--- src/rtl/core/lbc_div.sv ---
module lbc_div #(
   parameter int W      = 16,
   parameter int LANES  = 4,
   parameter int SIDE_W = 8
) (
   input  logic                          clock,
   input  logic                          reset,
   input  logic                          in_valid,
   output logic                          in_ready,
   input  logic [LANES-1:0][2*W-1:0]     dividend,
   input  logic [LANES-1:0][W-1:0]       divisor,
   input  logic [SIDE_W-1:0]             in_side,
   output logic                          out_valid,
   input  logic                          out_ready,
   output logic [LANES-1:0][W-1:0]       quotient,
   output logic [SIDE_W-1:0]             out_side
);

   logic [W-1:0]                  valid_ff, valid_src, stage_ready;
   logic [LANES-1:0][2*W-1:0]     acc_ff [W];
   logic [LANES-1:0][2*W-1:0]     acc_in [W];
   logic [LANES-1:0][W-1:0]       den_ff [W];
   logic [LANES-1:0][W-1:0]       den_src [W];
   logic [SIDE_W-1:0]             side_ff [W];
   logic [SIDE_W-1:0]             side_src [W];

   // One restoring step: remainder in the upper half, quotient shifts in below
   function automatic logic [2*W-1:0] div_step(input logic [2*W-1:0] acc,
                                               input logic [W-1:0]   den);
      logic [W+1:0] diff;
      diff = {1'b0, acc[2*W-1:W-1]} - {2'b00, den};
      if (!diff[W+1]) begin
         return {diff[W-1:0], acc[W-2:0], 1'b1};
      end
      return {acc[2*W-2:0], 1'b0};
   endfunction

   // Stage handshake, last stage first
   always_comb begin
      stage_ready[W-1] = !valid_ff[W-1] || out_ready;
      for (int k = W - 2; k >= 0; k--) begin
         stage_ready[k] = !valid_ff[k] || stage_ready[k+1];
      end
   end

   // Feed of each stage
   always_comb begin
      valid_src[0] = in_valid;
      den_src[0]   = divisor;
      side_src[0]  = in_side;
      for (int l = 0; l < LANES; l++) begin
         acc_in[0][l] = div_step(dividend[l], divisor[l]);
      end
      for (int k = 1; k < W; k++) begin
         valid_src[k] = valid_ff[k-1];
         den_src[k]   = den_ff[k-1];
         side_src[k]  = side_ff[k-1];
         for (int l = 0; l < LANES; l++) begin
            acc_in[k][l] = div_step(acc_ff[k-1][l], den_ff[k-1][l]);
         end
      end
   end

   // Advance valid bits
   always_ff @(posedge clock) begin
      if (reset) begin
         valid_ff <= '0;
      end else begin
         for (int k = 0; k < W; k++) begin
            if (stage_ready[k]) valid_ff[k] <= valid_src[k];
         end
      end
   end

   // Load stage words
   always_ff @(posedge clock) begin
      for (int k = 0; k < W; k++) begin
         if (stage_ready[k] && valid_src[k]) begin
            acc_ff[k]  <= acc_in[k];
            den_ff[k]  <= den_src[k];
            side_ff[k] <= side_src[k];
         end
      end
   end

   always_comb begin
      for (int l = 0; l < LANES; l++) begin
         quotient[l] = acc_ff[W-1][l][W-1:0];
      end
   end

   assign in_ready  = stage_ready[0];
   assign out_valid = valid_ff[W-1];
   assign out_side  = side_ff[W-1];

endmodule

--- config.mk ---
export PLATFORM = sky130hd
export DESIGN_NAME = lbc_div
export DESIGN_NICKNAME = d
export VERILOG_FILES = /design/src/rtl/core/lbc_div.sv
export SDC_FILE = /design/constraint.sdc
export NUM_CORES = 2
export LEC_CHECK = 0
export BUFFER_PORTS_ARGS = -buffer_cell sky130_fd_sc_hd__buf_2
export CORE_MARGIN = 2
export CORE_UTILIZATION = 30
export CTS_CLUSTER_DIAMETER = 60
export DETAILED_ROUTE_END_ITERATION = 10
export SLEW_MARGIN = 20
export SYNTH_ARGS = -nofsm -noshare
export SYNTH_HDL_FRONTEND = slang
export SYNTH_SLANG_ARGS = --single-unit
export TNS_END_PERCENT = 20
--- constraint.sdc ---
create_clock -name clock -period 26.6 [get_ports clock]
set_input_delay 3.99 -clock clock [delete_from_list [all_inputs] [get_ports clock]]
set_output_delay 3.99 -clock clock [all_outputs]
set_load 0.01 [all_outputs]
Word level (Yosys, flattened, before mapping)
Memories as Yosys holds them, arrays and structs flattened.
Cells that the tools add are included.
{"block": "word_totals", "regBits": 16, "mem_bits_rw": 3200, "in_bits": 204, "output_inout_bits": 74, "wordCells": 227, "n_memories": 3}
{"block": "op_classes", "addsub": 64, "muxes": 96, "n_reduce_logical": 48}
{"memory": "acc_ff", "words": 16, "word_bits": 128, "read_ports": 16, "rd_ports_with_merged_regs": 0, "wr": 16, "line": "20", "text": "logic [LANES-1:0][2*W-1:0] acc_ff [W];"}
{"memory": "den_ff", "words": 16, "word_bits": 64, "read_ports": 15, "rd_ports_with_merged_regs": 0, "wr": 16, "line": "22", "text": "logic [LANES-1:0][W-1:0] den_ff [W];"}
{"memory": "side_ff", "words": 16, "word_bits": 8, "read_ports": 16, "rd_ports_with_merged_regs": 0, "wr": 16, "line": "24", "text": "logic [SIDE_W-1:0] side_ff [W];"}
{"operator": "32-bit two-way mux", "count": 64}
{"operator": "17-bit by 16-bit subtractor with 18-bit output", "count": 64}
{"operator": "1-bit two-way mux", "count": 32}
{"operator": "1-bit logical AND", "count": 16}
{"operator": "1-bit zero test", "count": 16}
{"operator": "1-bit logical OR", "count": 16}

Logic depth before layout (Yosys ltp)
{"block": "depth", "depth_word": 20, "depth_mapped": 10, "depth_no_buf": 9}

Least setup slack after synthesis
No wires, ideal clock.
{"block": "synth_path", "path_kind": "input to register", "start": "input out_ready", "end": "memory acc_ff[0][128] (netlist name), enable pin", "setup_ps": 1067, "arrival_ps": 19203, "setup_slack_ps": 6331, "path_stages": 6, "path_buffers": 1, "cell_sequence": "and4b_1 nand4_1 nor3_1 and3_1 buf_2 a21boi_0"}
{"element": "from (decl)", "line": "14", "text": "input logic out_ready,"}
{"element": "to (decl)", "line": "20"}

Worst setup path after layout
{"block": "layout_path", "start": "input out_ready", "end": "output in_ready"}
{"block": "layout_between", "elab_chain_len": 16}
{"element": "1-bit logical OR", "line": "40", "text": "stage_ready[W-1] = !valid_ff[W-1] || out_ready;"}
{"element": "1-bit logical OR (15 in series)", "line": "42", "text": "stage_ready[k] = !valid_ff[k] || stage_ready[k+1];"}
{"element": "to (decl)", "line": "9", "text": "output logic in_ready,"}
No other way between the ends.

==> reports/summary.txt <==
Average size of a mapped cell - 13.3 sq um
Hold Crit Class - reg2reg
CTS Sinks - 3,088
Final setup violation count - 0
Worst setup margin - 16.14 ns
Violation count after the first detailed-route iteration - 5,243
End-of-flow core utilization - 34.4%
Post-synthesis cell type count - 72
Critical path's most frequent cell - buf_2
Antenna-violating nets left - 0
Total instance count after detailed placement - 18,800
Result of the run - completed
Global-route wire length before repair - 491 mm
Fraction of the cycle the final worst path needs - 39.3%
Final Instance Area - 178,000 sq um
Seq/Total Area, Yosys - 59.4%
Switching power as a share of total power - 22.1%
Hold path endpoint - acc_ff[0][847]$_DFFE_PP_
R2r setup slk - 21.91 ns
Port Buffers - 277
Prevailing post-synth register cell - edfxtp_1
Number of fill cells - 50,200
Number of setup buffers added after CTS - 0
# DRC - 0
Net count after synthesis - 13,000
Most numerous cell in the Yosys netlist - edfxtp_1
Routed vias/inst - 4.60
Sum of buffers and inverters on the critical path - 2
Largest driver fanout on the critical path - 6
CTS Hold Buffers Added - 0
Final Hold Violating Endpoints - 0
Hold path depth - 0
Unrepaired setup endpoints after global routing - false
Flip-flop and latch area - 92,600 sq um
Number of levels in the clock H-tree - 5
Share of post-route cells with drive strength above 1 - 15.5%
Tightest Pin Transition - 1.10 ns
Vias in the first global route - 88,600
Via count - 89,500
Total global routing overflow - 0
CTS tree - built
Pin count of the biggest net entering global routing - 118
Internal Power - 8.74 mW
Fraction of synthesized cell area taken by the top area cell type - 59.2%
Worst-path cell chain - buf_2 -> and4b_1 -> nand4_1 -> nor3_1 -> and3_1 -> nand3_1 -> buf_2
Reg-to-Reg End - acc_ff[0][131]$_DFFE_PP_
Nets - 13,500
Min Clock Period, post-route - 10.46 ns
Asr flop ratio synth - 0%
Worst setup skew after layout - 0.0498 ns
Worst slack after detailed placement - 16.14 ns
Area after detailed placement - 165,000 sq um
Areal power density over the cells - 63.1 nW/um^2
Number of synthesized register bits - 3,088
Area used by multi-input combinational logic - 57,300 sq um
Worst path top cell family by delay - simple AND/OR/NAND/NOR gates
Routability cong. - 0.853
Clock buffers created by TritonCTS - 373
Net switching power - 2.48 mW
Type of element capturing the critical path - primary output
CTS max path bufs - 4
Number of cells in the finished layout apart from fillers - 19,500
WP data arrival - 6.47 ns
Detailed Routing Iterations Pass 1 - 6
Chip height - 725 um
Yosys warns - 0
HPWL after detailed placement - 233 mm
Number of max-cap violations - 0
Clock transition at path regs - 0.06 ns
Starting density of the core - 30.1%
Quantity of gates resized following cts - 0
Crit path launch type - input pin
Sequential power share - 48.7%
Die outline width - 725 um
Static Leakage - 67.0 nW
Master cell of the clock root buffer - clkbuf_16
Max-slew headroom at the worst pin - 26.5%
Critical-path top delay cell - nor3_1
Worst endpoint required time - 22.61 ns
Highest Clock Rate - 95.6 MHz
Routed length per instance - 16.0 um
Gate count of the mapped netlist - 11,700
Top-level I/O count - 278
Combinational share of power - 5.9%
Reg-to-Reg Start - valid_ff[14]$_SDFFE_PP0P_
Critical Path Max Stage Delay - 0.78 ns
Largest cells by area after synthesis - edfxtp_1 59%, ha_1 8.2%, mux2_2 5.0%
Start point of the worst min-delay path - acc_ff[0][718]$_DFFE_PP_
Biggest area consumer among synthesized cells - edfxtp_1
Cell types with the highest counts after synthesis - 3,072 x edfxtp_1, 1,306 x inv_1, 1,020 x ha_1
Post-synthesis instance area - 156,000 sq um
Post-Route Setup TNS - 0 ns
Latest clock arrival within the worst-skew pair - 1.00 ns
Max-slew violation total from the final report - 0
Clock network fraction of total power - 45.4%
Initial antenna violation count - 15
Die Footprint - 526,000 sq um
Synth-to-layout area growth - 14.0%
Peak VDD IR - 0.0504 mV
Overall routed net length - 311 mm
Worst setup path category - in2out
Number of standard-cell rows in the floorplan - 264
Total routing usage reported by global routing - 11.5%
Worst reg2reg path depth - 9
Number of enable-type register cells in the synthesized netlist - 3,072
Core area - 517,000 sq um
[layer usage]
metal	global-route usage [%]	part of all wire (%)	vias to the layer above
met5	0	0	-
li1	-	-	45200
met2	19.6	48	1283
met4	3.45	2.9	0
met3	1.75	3.6	462
met1	15.0	46	42600
[how the worst max path moves through the flow]
stage                          from                       end  slack [ns]  depth (start not counted)
after floorplan           out_ready  acc_ff[0][128]$_DFFE_PP_        6.33                          6
after global routing      out_ready                  in_ready       15.98                          7
after CTS                 out_ready                  in_ready       16.15                          7
final                     out_ready                  in_ready       16.14                          7
after detailed placement  out_ready                  in_ready       16.14                          7
after global placement    out_ready                  in_ready       16.15                          7
[worst reg2reg max path: cells and delay by family, from the launching register on]
family / cells / cell delay (ns)
buf+inv: 4 / 2.55
simple gates: 4 / 1.10
flops: 1 / 0.36
compound gates: 1 / 0.19
[registers in the layout, summed over array words and instances, names as in the netlist]
| register | count |
|---|---|
| side_ff | 128 |
| acc_ff | 1984 |
| valid_ff | 16 |
| den_ff | 960 |
[placed cells by master, fill, tap and decap left out, types with 77 or more instances in the layout]
master	n
o2111ai_1	89
xnor2_1	397
nand3_1	292
o21a_1	247
a211o_1	120
nor3_1	179
xor2_1	77
mux2_2	698
ha_1	1020
buf_2	277
nor2b_1	293
a211oi_1	154
a21o_1	315
nand2_1	395
mux2i_1	136
nand2b_1	154
nor2_1	442
clkbuf_16	380
a21oi_1	451
a31oi_1	157
o21ai_0	389
edfxtp_1	3072
inv_1	1306
[metrics by stage]
stage               hold WS (ns)  total power, mW
floorplan                  0.400             6.07
global placement           0.401             6.21
detailed placement         0.405             6.22
CTS                        0.392             11.4
global route               0.400             11.7
finish                     0.383             11.2
[final cells by class]
type / count / area share (%)
diodes: 17 / 0.0239
clock inverters: 253 / 1.54
multi-input cells: 7119 / 32.2
well taps: 6916 / 4.87
flip-flops and latches: 3088 / 52.1
repair buffers: 333 / 1.04
inverters: 1310 / 2.77
clock buffers: 431 / 5.46
[power by group through the flow]
| stage | registers (mW) | logic (mW) | clock network, mW |
|---|---|---|---|
| after detailed placement | 5.56 | 0.656 | 0 |
| after global placement | 5.56 | 0.645 | 0 |
| final | 5.46 | 0.659 | 5.10 |
| after global routing | 5.46 | 0.740 | 5.46 |
| after floorplan | 5.55 | 0.522 | 0 |
| after CTS | 5.46 | 0.662 | 5.26 |
[cell families (layout without fill, tap and decap cells)]
logic type	count (synthesis)	in the layout	share of synthesized area [%]
muxes	885	885	6.38
AOI/OAI and AO/OA	2624	2624	12.0
and+or+nand+nor	2056	2056	6.62
buffers and inverters	1482	2327	4.00
DFF	3088	3088	59.4
xor gates and xnor gates	474	474	2.66
other	0	17	0
adders and majority gates	1080	1080	8.96
No activity file was read; power rests on OpenSTA's default activity.
