<file path="config.mk">
export PLATFORM = sky130hd
export DESIGN_NAME = lbc_edge
export DESIGN_NICKNAME = d
export VERILOG_FILES = /design/src/rtl/core/lbc_pkg.sv /design/src/rtl/core/lbc_edge.sv
export SDC_FILE = /design/constraint.sdc
export NUM_CORES = 1
export LEC_CHECK = 0
export ABC_AREA = 1
export BUFFER_PORTS_ARGS = -buffer_cell sky130_fd_sc_hd__buf_4
export CAP_MARGIN = 20
export CORE_MARGIN = 1.5
export CORE_UTILIZATION = 53
export DETAILED_ROUTE_END_ITERATION = 10
export PLACE_DENSITY = 0.78
export SLEW_MARGIN = 20
export SYNTH_ARGS = -nofsm -noshare
export SYNTH_HDL_FRONTEND = slang
export SYNTH_SLANG_ARGS = --single-unit
export TNS_END_PERCENT = 30
</file>
<file path="constraint.sdc">
create_clock -name clock -period 18.5 [get_ports clock]
set_clock_uncertainty 0.15 [all_clocks]
set_input_delay 0.925 -clock clock [delete_from_list [all_inputs] [get_ports clock]]
set_output_delay 0.925 -clock clock [all_outputs]
set_load 0.05 [all_outputs]
</file>
<file path="src/rtl/core/lbc_pkg.sv">
package lbc_pkg;

   // Window bounds after reset
   localparam int RESET_X_MIN = 200;
   localparam int RESET_Y_MIN = 200;
   localparam int RESET_X_MAX = 700;
   localparam int RESET_Y_MAX = 400;

   // Register map of the csr port
   localparam int CSR_INDEX_WIDTH = 2;

   typedef enum logic [CSR_INDEX_WIDTH-1:0] {
      CSR_X_MIN = 2'd0,
      CSR_Y_MIN = 2'd1,
      CSR_X_MAX = 2'd2,
      CSR_Y_MAX = 2'd3
   } csr_index_type;

   // Per-segment flags that ride along the pipeline
   typedef struct packed {
      logic reject;   // a parallel edge lies fully outside
      logic neg_dx;   // segment runs toward smaller x
      logic neg_dy;   // segment runs toward smaller y
   } flag_type;

endpackage

</file>
<file path="src/rtl/core/lbc_edge.sv">
module lbc_edge #(
   parameter int W = 16
) (
   input  logic                  clock,
   input  logic                  reset,
   input  logic                  in_valid,
   output logic                  in_ready,
   input  logic signed [W-1:0]   start_x,
   input  logic signed [W-1:0]   start_y,
   input  logic signed [W-1:0]   end_x,
   input  logic signed [W-1:0]   end_y,
   input  logic signed [W-1:0]   win_x_min,
   input  logic signed [W-1:0]   win_y_min,
   input  logic signed [W-1:0]   win_x_max,
   input  logic signed [W-1:0]   win_y_max,
   output logic                  out_valid,
   input  logic                  out_ready,
   output logic signed [W:0]     en_x_num,
   output logic [W-1:0]          en_x_den,
   output logic signed [W:0]     ex_x_num,
   output logic [W-1:0]          ex_x_den,
   output logic signed [W:0]     en_y_num,
   output logic [W-1:0]          en_y_den,
   output logic signed [W:0]     ex_y_num,
   output logic [W-1:0]          ex_y_den,
   output logic [W-1:0]          abs_dx,
   output logic [W-1:0]          abs_dy,
   output lbc_pkg::flag_type     flags,
   output logic signed [W-1:0]   pt_x1,
   output logic signed [W-1:0]   pt_y1,
   output logic signed [W-1:0]   pt_x2,
   output logic signed [W-1:0]   pt_y2
);

   logic signed [W:0] sx1, sy1, sx2, sy2, xmn, ymn, xmx, ymx;
   logic signed [W:0] dx, dy, ndx, ndy, q_l, q_r, q_b, q_t, nq_l, nq_r, nq_b, nq_t;
   logic              a_ready, b_ready;

   logic                  a_valid_ff;
   logic signed [W:0]     a_en_x_num_ff, a_en_x_num_in, a_ex_x_num_ff, a_ex_x_num_in;
   logic signed [W:0]     a_en_y_num_ff, a_en_y_num_in, a_ex_y_num_ff, a_ex_y_num_in;
   logic [W-1:0]          a_den_x_ff, a_den_x_in, a_den_y_ff, a_den_y_in;
   logic [W-1:0]          a_abs_dx_ff, a_abs_dx_in, a_abs_dy_ff, a_abs_dy_in;
   lbc_pkg::flag_type     a_flags_ff, a_flags_in;
   logic signed [W-1:0]   a_x1_ff, a_y1_ff, a_x2_ff, a_y2_ff;

   logic                  b_valid_ff;
   logic signed [W:0]     b_en_x_num_ff, b_en_x_num_in, b_ex_x_num_ff, b_ex_x_num_in;
   logic signed [W:0]     b_en_y_num_ff, b_en_y_num_in, b_ex_y_num_ff, b_ex_y_num_in;
   logic [W-1:0]          b_en_x_den_ff, b_en_x_den_in, b_ex_x_den_ff, b_ex_x_den_in;
   logic [W-1:0]          b_en_y_den_ff, b_en_y_den_in, b_ex_y_den_ff, b_ex_y_den_in;
   logic [W-1:0]          b_abs_dx_ff, b_abs_dy_ff;
   lbc_pkg::flag_type     b_flags_ff;
   logic signed [W-1:0]   b_x1_ff, b_y1_ff, b_x2_ff, b_y2_ff;

   // Stage handshake: a stage loads when empty or when its word moves on
   assign b_ready  = !b_valid_ff || out_ready;
   assign a_ready  = !a_valid_ff || b_ready;
   assign in_ready = a_ready;

   // Edge distances and deltas, one bit wider than the coordinates
   always_comb begin
      sx1  = {start_x[W-1], start_x};
      sy1  = {start_y[W-1], start_y};
      sx2  = {end_x[W-1], end_x};
      sy2  = {end_y[W-1], end_y};
      xmn  = {win_x_min[W-1], win_x_min};
      ymn  = {win_y_min[W-1], win_y_min};
      xmx  = {win_x_max[W-1], win_x_max};
      ymx  = {win_y_max[W-1], win_y_max};
      dx   = sx2 - sx1;
      dy   = sy2 - sy1;
      ndx  = -dx;
      ndy  = -dy;
      q_l  = sx1 - xmn;
      q_r  = xmx - sx1;
      q_b  = sy1 - ymn;
      q_t  = ymx - sy1;
      nq_l = -q_l;
      nq_r = -q_r;
      nq_b = -q_b;
      nq_t = -q_t;

      a_abs_dx_in = dx[W] ? ndx[W-1:0] : dx[W-1:0];
      a_abs_dy_in = dy[W] ? ndy[W-1:0] : dy[W-1:0];

      a_flags_in.reject = ((dx == '0) && (q_l[W] || q_r[W])) ||
                          ((dy == '0) && (q_b[W] || q_t[W]));
      a_flags_in.neg_dx = dx[W];
      a_flags_in.neg_dy = dy[W];

      // Pick the entering and leaving edge of each axis by the direction
      if (dx == '0) begin
         a_en_x_num_in = '0;
         a_ex_x_num_in = (W+1)'(1);
         a_den_x_in    = W'(1);
      end else if (!dx[W]) begin
         a_en_x_num_in = nq_l;
         a_ex_x_num_in = q_r;
         a_den_x_in    = a_abs_dx_in;
      end else begin
         a_en_x_num_in = nq_r;
         a_ex_x_num_in = q_l;
         a_den_x_in    = a_abs_dx_in;
      end

      if (dy == '0) begin
         a_en_y_num_in = '0;
         a_ex_y_num_in = (W+1)'(1);
         a_den_y_in    = W'(1);
      end else if (!dy[W]) begin
         a_en_y_num_in = nq_b;
         a_ex_y_num_in = q_t;
         a_den_y_in    = a_abs_dy_in;
      end else begin
         a_en_y_num_in = nq_t;
         a_ex_y_num_in = q_b;
         a_den_y_in    = a_abs_dy_in;
      end
   end

   // Clamp entering ratios at zero and leaving ratios at one
   always_comb begin
      if (a_en_x_num_ff > 0) begin
         b_en_x_num_in = a_en_x_num_ff;
         b_en_x_den_in = a_den_x_ff;
      end else begin
         b_en_x_num_in = '0;
         b_en_x_den_in = W'(1);
      end
      if (a_en_y_num_ff > 0) begin
         b_en_y_num_in = a_en_y_num_ff;
         b_en_y_den_in = a_den_y_ff;
      end else begin
         b_en_y_num_in = '0;
         b_en_y_den_in = W'(1);
      end
      if (a_ex_x_num_ff < $signed({1'b0, a_den_x_ff})) begin
         b_ex_x_num_in = a_ex_x_num_ff;
         b_ex_x_den_in = a_den_x_ff;
      end else begin
         b_ex_x_num_in = (W+1)'(1);
         b_ex_x_den_in = W'(1);
      end
      if (a_ex_y_num_ff < $signed({1'b0, a_den_y_ff})) begin
         b_ex_y_num_in = a_ex_y_num_ff;
         b_ex_y_den_in = a_den_y_ff;
      end else begin
         b_ex_y_num_in = (W+1)'(1);
         b_ex_y_den_in = W'(1);
      end
   end

   // Advance valid bits
   always_ff @(posedge clock) begin
      if (reset) begin
         a_valid_ff <= 1'b0;
         b_valid_ff <= 1'b0;
      end else begin
         if (a_ready) a_valid_ff <= in_valid;
         if (b_ready) b_valid_ff <= a_valid_ff;
      end
   end

   // Load stage words
   always_ff @(posedge clock) begin
      if (a_ready && in_valid) begin
         a_en_x_num_ff <= a_en_x_num_in;
         a_ex_x_num_ff <= a_ex_x_num_in;
         a_en_y_num_ff <= a_en_y_num_in;
         a_ex_y_num_ff <= a_ex_y_num_in;
         a_den_x_ff    <= a_den_x_in;
         a_den_y_ff    <= a_den_y_in;
         a_abs_dx_ff   <= a_abs_dx_in;
         a_abs_dy_ff   <= a_abs_dy_in;
         a_flags_ff    <= a_flags_in;
         a_x1_ff       <= start_x;
         a_y1_ff       <= start_y;
         a_x2_ff       <= end_x;
         a_y2_ff       <= end_y;
      end
      if (b_ready && a_valid_ff) begin
         b_en_x_num_ff <= b_en_x_num_in;
         b_en_x_den_ff <= b_en_x_den_in;
         b_ex_x_num_ff <= b_ex_x_num_in;
         b_ex_x_den_ff <= b_ex_x_den_in;
         b_en_y_num_ff <= b_en_y_num_in;
         b_en_y_den_ff <= b_en_y_den_in;
         b_ex_y_num_ff <= b_ex_y_num_in;
         b_ex_y_den_ff <= b_ex_y_den_in;
         b_abs_dx_ff   <= a_abs_dx_ff;
         b_abs_dy_ff   <= a_abs_dy_ff;
         b_flags_ff    <= a_flags_ff;
         b_x1_ff       <= a_x1_ff;
         b_y1_ff       <= a_y1_ff;
         b_x2_ff       <= a_x2_ff;
         b_y2_ff       <= a_y2_ff;
      end
   end

   assign out_valid = b_valid_ff;
   assign en_x_num  = b_en_x_num_ff;
   assign en_x_den  = b_en_x_den_ff;
   assign ex_x_num  = b_ex_x_num_ff;
   assign ex_x_den  = b_ex_x_den_ff;
   assign en_y_num  = b_en_y_num_ff;
   assign en_y_den  = b_en_y_den_ff;
   assign ex_y_num  = b_ex_y_num_ff;
   assign ex_y_den  = b_ex_y_den_ff;
   assign abs_dx    = b_abs_dx_ff;
   assign abs_dy    = b_abs_dy_ff;
   assign flags     = b_flags_ff;
   assign pt_x1     = b_x1_ff;
   assign pt_y1     = b_y1_ff;
   assign pt_x2     = b_x2_ff;
   assign pt_y2     = b_y2_ff;

endmodule

</file>
== Word level (Yosys, flattened, before mapping) ==
Index checks and enable logic that the tools add are counted.
Word-level totals
  register bits: 432
  bits of input ports: 132
  output and inout bits: 233
  word-level logic and storage cells: 69
Cells by class
  add/sub/neg operators: 12
  order comparisons: 4
  mux-type cells: 6
  reductions and logical operators: 13
Operator list (number)
  16-bit by 16-bit subtractor with 17-bit output: 6
  17-bit 2-to-1 mux: 4
  17-bit negator: 4
  17-bit by 1-bit greater-than comparator with 1-bit output, second input constant: 2
  17-bit zero test: 2
  17-bit less-than comparator: 2
  16-bit 2-to-1 mux: 2
  16-bit negator: 2
  1-bit logical OR: 5
  1-bit logical AND: 4
  1-bit zero test: 2

== Longest topological paths before layout ==
Gate-level depths: netlist of run 1.
  depth after elaboration: 4
  mapped depth: 19
  mapped depth without buffers: 19

== Worst setup path after synthesis of run 1 ==
No wires, ideal clock.
  path type: input to register
  from: in out_ready
  to: reg b_abs_dx_ff[0] (netlist: abs_dx[0]) (enable)
  library setup time: 898 ps
  arrival: 12029 ps
  data required time: 17452 ps
  path slack: 5423 ps
  stages on the path: 2
  buffers on the path: 0
  path through: inv_1 -> a21oi_1
On the way
  longest elaborated chain between the ends: 2
RTL lines
  start: declaration: line lbc_edge.sv:17  | input logic out_ready,
  1-bit logical OR: line lbc_edge.sv:57  | assign b_ready = !b_valid_ff || out_ready;
  1-bit logical AND: line lbc_edge.sv:182  | if (b_ready && a_valid_ff) begin
  end signal: assignment: line lbc_edge.sv:191  | b_abs_dx_ff <= a_abs_dx_ff;
  end: declaration: line lbc_edge.sv:52  | logic [W-1:0] b_abs_dx_ff, b_abs_dy_ff;
Every way passes these cells.
A chain may end at the register's enable or synchronous reset.

== Worst setup path after layout of run 1 ==
  from: in end_x[0]
  to: reg a_abs_dx_ff[10], data pin
On the way
  longest elaborated chain between the ends: 3
RTL lines
  start: declaration: line lbc_edge.sv:10  | input logic signed [W-1:0] end_x,
  16-bit by 16-bit subtractor with 17-bit output (*): line lbc_edge.sv:71  | dx = sx2 - sx1;
  16-bit negator: line lbc_edge.sv:73  | ndx = -dx;
  16-bit 2-to-1 mux (*): line lbc_edge.sv:84  | a_abs_dx_in = dx[W] ? ndx[W-1:0] : dx[W-1:0];
  named net a_abs_dx_in[10]: line lbc_edge.sv:43  | logic [W-1:0] a_abs_dx_ff, a_abs_dx_in, a_abs_dy_ff, a_abs_dy_in;
  end signal: assignment: line lbc_edge.sv:174  | a_abs_dx_ff <= a_abs_dx_in;
  end: declaration: line lbc_edge.sv:43
The timed path passes the listed nets; every way through them passes the cells marked *.

==> results of run 1 <==
## per-layer routing
metal	wire (um)	global-route usage [%]
met1	30200	40.5
met2	31400	46.3
met3	5230	4.70
met4	2030	10.0
met5	31	0
## registers in the layout (all words and copies together), names as in the netlist, 17 cells and up
name	flops
a_en_y_num_ff	17
ex_y_num	17
ex_x_num	17
en_x_num	17
en_y_num	17
a_en_x_num_ff	17
a_ex_x_num_ff	17
a_ex_y_num_ff	17
## power by group
| group | switching, mW | internal, mW | leakage, nW | total [mW] |
|---|---|---|---|---|
| registers | 0.0424 | 1.23 | 4.16 | 1.28 |
| logic | 0.595 | 0.254 | 9.27 | 0.849 |
| clock network | 0.381 | 0.493 | 0.677 | 0.874 |
| total | 1.02 | 1.98 | 14.1 | 3.00 |
## final cells by class
type | instances | area share [%]
sequential | 432 | 44.3
multi-input combinational | 1767 | 32.0
timing repair buffer | 370 | 9.51
inverter | 519 | 6.70
clock buffer | 53 | 3.96
tap | 600 | 2.57
clock inverter | 28 | 0.856
antenna | 6 | 0.0514
## through the flow
| stage | total power [mW] | utilization (%) |
|---|---|---|
| CTS | 3.00 | 64.3 |
| finish | 3.00 | 64.4 |
| detailed placement | 2.13 | 61.2 |
| global placement | 2.10 | 61.2 |
| global route | 3.13 | 64.4 |
| floorplan | 1.87 | - |
## logic make-up after synthesis
group,Yosys count
fa+ha+maj,140
buf+inv,556
other cells,1
compound gates,186
simple gates,1357
xor+xnor,82
flops,432
## synthesized netlist by cell type, types with 2 or more instances
cell / n
nand2_1: 732
inv_1: 499
edfxtp_1: 430
nor2_1: 293
nand3_1: 191
ha_1: 134
a21oi_1: 102
o21ai_0: 54
xor2_1: 52
nand4_1: 32
nand2_2: 28
nand3b_1: 23
xnor2_1: 21
nor3_1: 20
inv_2: 19
clkbuf_1: 18
and2_1: 12
buf_2: 11
xnor2_2: 7
a21o_1: 6
fa_1: 6
nor2_2: 6
nor4_1: 5
o21bai_1: 5
or2_2: 5
a22oi_1: 4
o211ai_1: 4
a21oi_2: 3
buf_4: 3
nand2_4: 3
a211oi_1: 2
a31oi_1: 2
buf_1: 2
buf_6: 2
dfxtp_1: 2
nand3_2: 2
nor2_4: 2
o311ai_0: 2
o31ai_1: 2
xor2_2: 2
## final timing paths
check                          to  slack, ns  cells after the start
hold reg to reg         abs_dy[1]       0.27                      0
setup / recovery  a_abs_dx_ff[10]      14.20                     17
hold / removal          abs_dy[1]       0.27                      0
setup reg to reg         pt_y1[4]      15.17                      4
==> impl_metrics.ini, run 1 <==
[clock_tree]
cts_buffers = 44
hold_buffers = 0
clockBufferDepth = 3
h-tree-depth = 2
clk_pin_slew_ns = 0.06
root_buffer = clkbuf_16
ctsResizeCount = 0
insertion_delay_ns = 0.59
cts_setup_buffers = 0
cts_sinks = 432
cts_tree = built

[flow_run]
cap_violations = 0

[synthesis]
synth_xor_area_share_pct = 3.22
ys_top_cells_by_area = edfxtp_1 53%, nand2_1 11%, inv_1 7.7%
yosysUniqueCellTypes = 46
synth_edf_count = 430
synthMuxAreaShare_pct = 0
synth_warnings = 0
synth_top_family_by_area = simple AND/OR/NAND/NOR gates
synth-seq-area-share_pct = 53.0
syn_area_um2 = 24400
ys_async_sr_fraction_pct = 0
syn_inst = 2754
synth_compound_area_share_pct = 4.13
synthFlopType = edfxtp_1
postSynthAreaPerCell_um2 = 8.87
ys_ff_latch = 432
yosys.area_share.simple_pct = 23.5
yosys.area_share.adder_pct = 7.36
synth.top_cell.area_share_pct = 52.9
yosysTopAreaCell = edfxtp_1

[critical_path]
worstReg2RegStart = a_valid_ff
required_ns = 18.68
critPathSlowestCell = inv_1
cp.buffers_inverters = 5
cp_top_family = buffers and inverters
crit_path_max_incr_delay_ns = 0.83
start_kind = input pin
crit_path_end_kind = flip-flop
crit_start = end_x[0]
crit_chain = buf_4 -> inv_1 -> ha_1 -> fa_1 -> nand3b_1 -> nand2_2 -> nand2_1 -> nand2_1 -> nand3_1 -> nand3_1 -> nand2_1 -> buf_4 -> inv_1 -> o21ai_0 -> o21ai_0 -> xor2_1 -> inv_1
path_class = in -> reg
worstPathMaxFanout = 57
cp.arrival_ns = 4.48

[timing]
final_hold_viol_count = 0
slew_violations = 0
tns_ns = 0
max_slew_margin_pct = 30.5
tightest_slew_ns = 1.04
fmax_mhz = 232
period_needed_ns = 4.30
whs_ns = 0.266
setup_viol = 0
fin_crit_sh_pct = 23.3
setup_slack_ns = 14.20
rsz0062_at_grt = no

[final_layout]
regArea_um2 = 13000
drive_gt1_share_pct = 16.2
mostFrequentLayoutCells = 731 x nand2_1, 498 x inv_1, 430 x edfxtp_1
stdcell_area_um2 = 29200
final_common_cell = nand2_1
fillers = 3732
syn2layout_area_growth_pct = 19.6
final-instance-count-excl-fill = 3775
multiInputGateArea_um2 = 9360
layout.nets = 3406

[detailed_routing]
vias = 20000
avgViaCountPerCell = 5.28
drc = 0
drt_iter0_drc = 1834
ant_nets = 0
post_drt_wl_per_cell_um = 18.2
drtPass1Iterations = 7
drt_wl_total_mm = 68.8

[worst_hold_path]
hp-class = reg -> reg
hp-start = a_abs_dy_ff[1]

[run_status]
status = finished clean

[global_routing]
grt_usage_pct = 29.1
antenna_found_initial = 8
grt_max_degree = 131
grt_pass1_wl_mm = 105
grt_pass1_vias = 19200
grt.overflow.total = 0

[power_and_ir_drop]
cellPowerDensity_nw_per_um2 = 103
p_leak_nw = 14.1
ir_worst_vdd_mv = 0.0668

[place]
numPlacedInstances = 3688
hpwlAfterDp_mm = 54.2
placed_area_um2 = 27800
port_buffers = 364
routabilityCongestion = 0.968
dp_slack_ns = 13.73

[floorplanning]
core_area_um2 = 45400
die_w_um = 218
fp-row-count = 78
ios = 365
die_area_um2 = 47400
die_h_um = 218
start_util_pct = 53.8
No activity file was read; power rests on OpenSTA's default activity.
==> run 2, diff against run 1 <==
--- a/config.mk
+++ b/config.mk
@@ -5,7 +5,7 @@
 export SDC_FILE = /design/constraint.sdc
 export NUM_CORES = 1
 export LEC_CHECK = 0
-export ABC_AREA = 1
+export ABC_AREA = 0
 export BUFFER_PORTS_ARGS = -buffer_cell sky130_fd_sc_hd__buf_4
 export CAP_MARGIN = 20
 export CORE_MARGIN = 1.5
==> constraint.sdc (replaced) <==
create_clock -name clock -period 4.45 [get_ports clock]
set_clock_uncertainty 0.15 [all_clocks]
set_input_delay 0.2225 -clock clock [delete_from_list [all_inputs] [get_ports clock]]
set_output_delay 0.2225 -clock clock [all_outputs]
set_load 0.05 [all_outputs]
==> run 2 against run 1 <==
Against the previous run:
- sequential power rose to 4.2 times the previous value
- register-to-register slack worse by 14 ns
- sequential share of layout area up 0.45 points
- largest power group unchanged
- highest routed layer unchanged
==> impl_metrics.ini, run 2 <==
[detailed_routing]
vias = 17700
avgViaCountPerCell = 5.76
drt_iter0_drc = 1630
highest_layer = met5
ant_nets = 0
drt_wl_total_mm = 64.9
drc = 0
drtPass1Iterations = 6
wl_met2_mm = 29.5
wirelength_met1_mm = 28.8
met3_length_mm = 4.51
post_drt_wl_per_cell_um = 21.1

[final_layout]
final_util_pct = 67.0
drive_gt1_share_pct = 20.3
layout.nets = 2727
syn2layout_area_growth_pct = 24.6
mostFrequentLayoutCells = 430 x edfxtp_1, 398 x buf_4, 143 x inv_1
final-instance-count-excl-fill = 3074
final_common_cell = edfxtp_1
fillers = 3174
antenna_cells = 0

[synthesis]
syn_inst = 1999
synthTopCellsByCount = 430 x edfxtp_1, 143 x inv_1, 140 x nand2_1
postSynthAreaPerCell_um2 = 11.6
yosysUniqueCellTypes = 81
synth_compound_area_share_pct = 13.8
synth_xor_area_share_pct = 5.81
synth-seq-area-share_pct = 55.8
yosysTopAreaCell = edfxtp_1
ys_async_sr_fraction_pct = 0
synth_warnings = 0
yosysMostFrequentCell = edfxtp_1
ys_ff_latch = 432
yosys.area_share.simple_pct = 13.1
yosys.area_share.adder_pct = 7.74
synthMuxAreaShare_pct = 0.307
synthFlopType = edfxtp_1
synth.top_cell.area_share_pct = 55.6
synth_top_family_by_area = compound AO/OA/AOI/OAI gates
ys_top_cells_by_area = edfxtp_1 56%, ha_1 7.2%, xnor2_1 4.1%
syn_area_um2 = 23200
synth_edf_count = 430

[timing]
slew_violations = 0
fin_crit_sh_pct = 94.2
final_hold_viol_count = 0
rsz0062_at_grt = no
setup_viol = 0
tightest_slew_ns = 1.11
fmax_mhz = 239
tns_ns = 0
period_needed_ns = 4.19
max_slew_margin_pct = 25.7

[power_and_ir_drop]
cellPowerDensity_nw_per_um2 = 430
p_total_mw = 12.4
p_leak_nw = 11.7
ir_worst_vdd_mv = 0.312

[critical_path]
path_class = in -> reg
start_kind = input pin
crit_top_cell = inv_1
required_ns = 4.64
crit_path_end_kind = flip-flop
crit_path_max_incr_delay_ns = 0.55
critPathSlowestCell = or4b_1
crit_chain = dlygate4sd3_1 -> buf_4 -> inv_1 -> ha_1 -> inv_1 -> fa_1 -> a211o_1 -> a21o_1 -> a311o_1 -> a31o_2 -> a2111oi_1 -> or4b_1 -> o31a_1 -> o21ai_0 -> a21oi_1
worstPathMaxFanout = 5
cp.arrival_ns = 4.38

[place]
routabilityCongestion = 0.937
numPlacedInstances = 2926
hpwlAfterDp_mm = 49.5
port_buffers = 364

[clock_tree]
clk_pin_slew_ns = 0.07
clockBufferDepth = 3
cts_sinks = 432
cts_setup_buffers = 0
root_buffer = clkbuf_16
insertion_delay_ns = 0.58
cts_buffers = 44
cts_tree = built
h-tree-depth = 2

[floorplanning]
die_h_um = 212
start_util_pct = 53.8
core_area_um2 = 43200
ios = 365
fp-row-count = 76
die_w_um = 212
die_area_um2 = 45100

[global_routing]
grt_usage_pct = 28.4
grt_pass1_vias = 17000
grt.overflow.total = 0
antenna_found_initial = 1
grt_pass1_wl_mm = 97.4
grt_max_degree = 80

[run_status]
status = finished clean

[flow_run]
cap_violations = 0

[worst_hold_path]
hp-class = in -> reg
-- run 2: stage by stage --
step           hold slack, ns  setup slack, ns  cell area (um2)
3_3_place_gp            0.231            0.276            26900
4_1_cts                0.0274            0.232            28900
5_1_grt                0.0476           0.0665            28900
2_1_floorplan           0.135          -0.0798            23200
6_report               0.0667            0.260            28900
3_5_place_dp            0.236            0.180            26900
-- run 2: cell type report --
cell class	instances	area [um2]	area share, %
flip-flops and latches	432	13000	44.8
multi-input cells	1359	9530	33.0
clock inverters	28	225	0.778
clock buffers	52	1130	3.91
repair buffers	473	3810	13.2
inverters	145	544	1.88
well taps	585	732	2.53
-- run 2: kinds of logic (layout without fill, tap and decap cells) --
group | after synthesis | after routing
mux | 7 | 7
fa+ha+maj | 140 | 140
xor+xnor | 154 | 154
simple gates | 590 | 590
other cells | 1 | 2
compound gates | 466 | 466
flops | 432 | 432
buf+inv | 209 | 698
-- run 2: path summary, 6_finish.rpt --
| path | startpoint | end | slack, ns | depth (start not counted) |
|---|---|---|---|---|
| worst max-delay path | start_x[0] | a_en_x_num_ff[16] | 0.26 | 15 |
| worst max register to register | a_ex_x_num_ff[1] | ex_x_num[0] | 1.11 | 9 |
| worst min-delay path | win_y_min[0] | a_en_y_num_ff[0] | 0.07 | 3 |
| worst min register to register | a_x1_ff[4] | pt_x1[4] | 0.27 | 0 |
-- run 2: where the power goes --
group	leakage (nW)	switching, mW	internal (mW)
Clock	0.656	1.59	1.95
Combinational	6.86	2.30	1.26
Sequential	4.14	0.212	5.12
Total	11.7	4.11	8.33
-- run 2: repair_timing --
item / 4_1_cts / 5_1_grt
endpoints found under the hold margin: 66 / 0
endpoints found under the setup margin: 0 / 2
gates resized for setup: 0 / 2
hold buffers: 68 / 0
-- run 2: critical path: cells and delay by family --
kind | cells | cell delay (ns)
AOI/OAI and AO/OA | 8 | 2.20
adders and majority gates | 2 | 0.56
buffers and inverters | 4 | 0.83
and+or+nand+nor | 1 | 0.55
-- run 2: metal layers --
layer,vias to the layer above,global-route usage (%)
met5,-,0
met4,2,9.10
met3,119,4.67
met2,760,44.4
met1,8467,40.7
li1,8364,-
==> run 3, diff against run 2 <==
--- a/config.mk
+++ b/config.mk
@@ -8,10 +8,13 @@
 export ABC_AREA = 0
 export BUFFER_PORTS_ARGS = -buffer_cell sky130_fd_sc_hd__buf_4
 export CAP_MARGIN = 20
+export CELL_PAD_IN_SITES_DETAIL_PLACEMENT = 1
+export CELL_PAD_IN_SITES_GLOBAL_PLACEMENT = 1
 export CORE_MARGIN = 1.5
-export CORE_UTILIZATION = 53
+export CORE_UTILIZATION = 46
 export DETAILED_ROUTE_END_ITERATION = 10
-export PLACE_DENSITY = 0.78
+export PLACE_DENSITY = 0.84
+export SKIP_LAST_GASP = 1
 export SLEW_MARGIN = 20
 export SYNTH_ARGS = -nofsm -noshare
 export SYNTH_HDL_FRONTEND = slang
==> run 3 against run 2 <==
Against the previous run:
- sequential power grew 0.9%
- largest power group unchanged
- final cell count is 3.3% higher
- critical path depth is 1 lower
- fmax decreased by 2.9%
- global-route usage increased by 1.9 points
- first-iteration DRC count is 21% lower
- combinational power up 5.6%
- via count up 3.5%
- power increased by 4.1%
- die area rose by 15%
- critical path type unchanged
- utilization decreased by 8.6 points
- non-clock buffer count grew 3
==> impl_metrics.ini, run 3 (synthesis gave the netlist of run 2 again) <==
[run_status]
status = finished clean

[critical_path]
r2r_cells = 9
cp_top_family = simple AND/OR/NAND/NOR gates
path_class = in -> reg
worst-r2r-setup-slack_ns = 1.17
worstPathMaxFanout = 36
crit_chain = dlygate4sd3_1 -> buf_4 -> inv_1 -> ha_1 -> a21o_1 -> or3_1 -> o22a_2 -> a311o_1 -> or4_1 -> o2111a_1 -> or4b_4 -> nor4_4 -> buf_12 -> a211oi_1
start_kind = input pin
worstReg2RegStart = a_ex_x_num_ff[1]
crit_path_max_incr_delay_ns = 0.58
cp.arrival_ns = 4.46
critPathSlowestCell = or4b_4
required_ns = 4.60
rr_endpoint = ex_x_den[6]
crit_start = start_x[6]
crit_path_end_kind = flip-flop
cp.buffers_inverters = 4

[global_routing]
grt_pass1_wl_mm = 117
grtUsageMet2_pct = 52.2
grt.overflow.total = 0
grt_busiest_layer = met2
grt_max_degree = 86
use_met1_pct = 37.5
grt_usage_pct = 30.3
antenna_found_initial = 4
grt_pass1_vias = 19300
grtUsageMet3_pct = 5.93

[floorplanning]
die_h_um = 228
core_area_um2 = 50000
die_area_um2 = 51800
fp-row-count = 82
die_w_um = 228
ios = 365
start_util_pct = 46.5

[worst_hold_path]
min_path_cells = 3
hp-class = in -> reg
hold_path_end = a_en_y_num_ff[0]
hp-start = win_y_min[0]

[place]
routabilityCongestion = 0.916
numPlacedInstances = 3015
port_buffers = 364
hpwlAfterDp_mm = 60.1
placed_area_um2 = 27000

[final_layout]
final-instance-count-excl-fill = 3175
final_common_cell = edfxtp_1
layout.nets = 2734
drive_gt1_share_pct = 20.8
syn2layout_area_growth_pct = 25.8
mostFrequentLayoutCells = 430 x edfxtp_1, 399 x buf_4, 143 x inv_1
stdcell_area_um2 = 29200

[timing]
fmax_mhz = 232
rsz0062_at_grt = yes
slew_violations = 0
period_needed_ns = 4.31
tightest_slew_ns = 1.01
fin_crit_sh_pct = 96.9
max_slew_margin_pct = 32.6
setup_viol = 0
final_hold_viol_count = 0

[detailed_routing]
vias = 18300
drtPass1Iterations = 5
post_drt_wl_per_cell_um = 25.0
drc = 0
ant_nets = 0
avgViaCountPerCell = 5.77
drt_wl_total_mm = 79.2
drt_iter0_drc = 1283

[clock_tree]
h-tree-depth = 2
cts_tree = built
cts_sinks = 432
root_buffer = clkbuf_16
clk_pin_slew_ns = 0.06
cts_setup_buffers = 0
clockBufferDepth = 3
cts_buffers = 48
insertion_delay_ns = 0.60

[power_and_ir_drop]
cellPowerDensity_nw_per_um2 = 443
ir_worst_vdd_mv = 0.290
p_leak_nw = 11.7

[flow_run]
cap_violations = 0
## run 3: routing by layer
metal / vias up / part of all wire [%]
met5: - / 0.034
met4: 4 / 3.9
met3: 178 / 6.2
met2: 645 / 50
met1: 9139 / 40
li1: 8368 / -
## run 3: worst min-delay path, stage by stage
cell      delay [ns]
buf_4           0.08
ha_1            0.22
a211oi_1        0.11
## run 3: through the flow
step / setup slack, ns / utilization [%] / hold WS [ns] / total power [mW] / setup TNS, ns
after CTS: 0.188 / 58.4 / 0.0381 / 12.9 / 0
after global routing: -0.0359 / 58.4 / 0.0769 / 13.4 / -0.0359
after global placement: 0.256 / 54.0 / 0.232 / 8.82 / 0
final: 0.136 / 58.4 / 0.0693 / 12.9 / 0
after floorplan: -0.0798 / - / 0.135 / 7.73 / -18.45
after detailed placement: 0.158 / 54.0 / 0.243 / 9.06 / 0
## run 3: timing repair
item,4_1_cts,5_1_grt
endpoints found under the setup margin,0,2
hold endpoints to repair,66,0
hold buffers,68,0
resized for setup,0,2
## run 3: cell type report
| class | count | area, um2 |
|---|---|---|
| antenna | 3 | 7.51 |
| multi-input combinational | 1359 | 9540 |
| clock inverter | 31 | 219 |
| tap | 672 | 841 |
| inverter | 145 | 544 |
| fill | 5198 | 20800 |
| timing repair buffer | 476 | 3840 |
| clock buffer | 57 | 1260 |
| sequential | 432 | 13000 |
## run 3: worst max-delay path by stage
stage                         to  slack (ns)  cells past startpoint
5_1_grt        a_en_x_num_ff[15]       -0.04                     15
6_report       a_ex_x_num_ff[16]        0.14                     14
3_5_place_dp   a_ex_x_num_ff[16]        0.16                     13
2_1_floorplan          abs_dx[0]       -0.08                      2
4_1_cts        a_en_x_num_ff[16]        0.19                     15
3_3_place_gp   a_en_x_num_ff[16]        0.26                     14
## run 3: where the power goes
group,total [mW],internal (mW),switching [mW]
combinational,3.76,1.28,2.48
clock,3.80,2.10,1.70
sequential,5.38,5.12,0.257
total,12.9,8.50,4.44
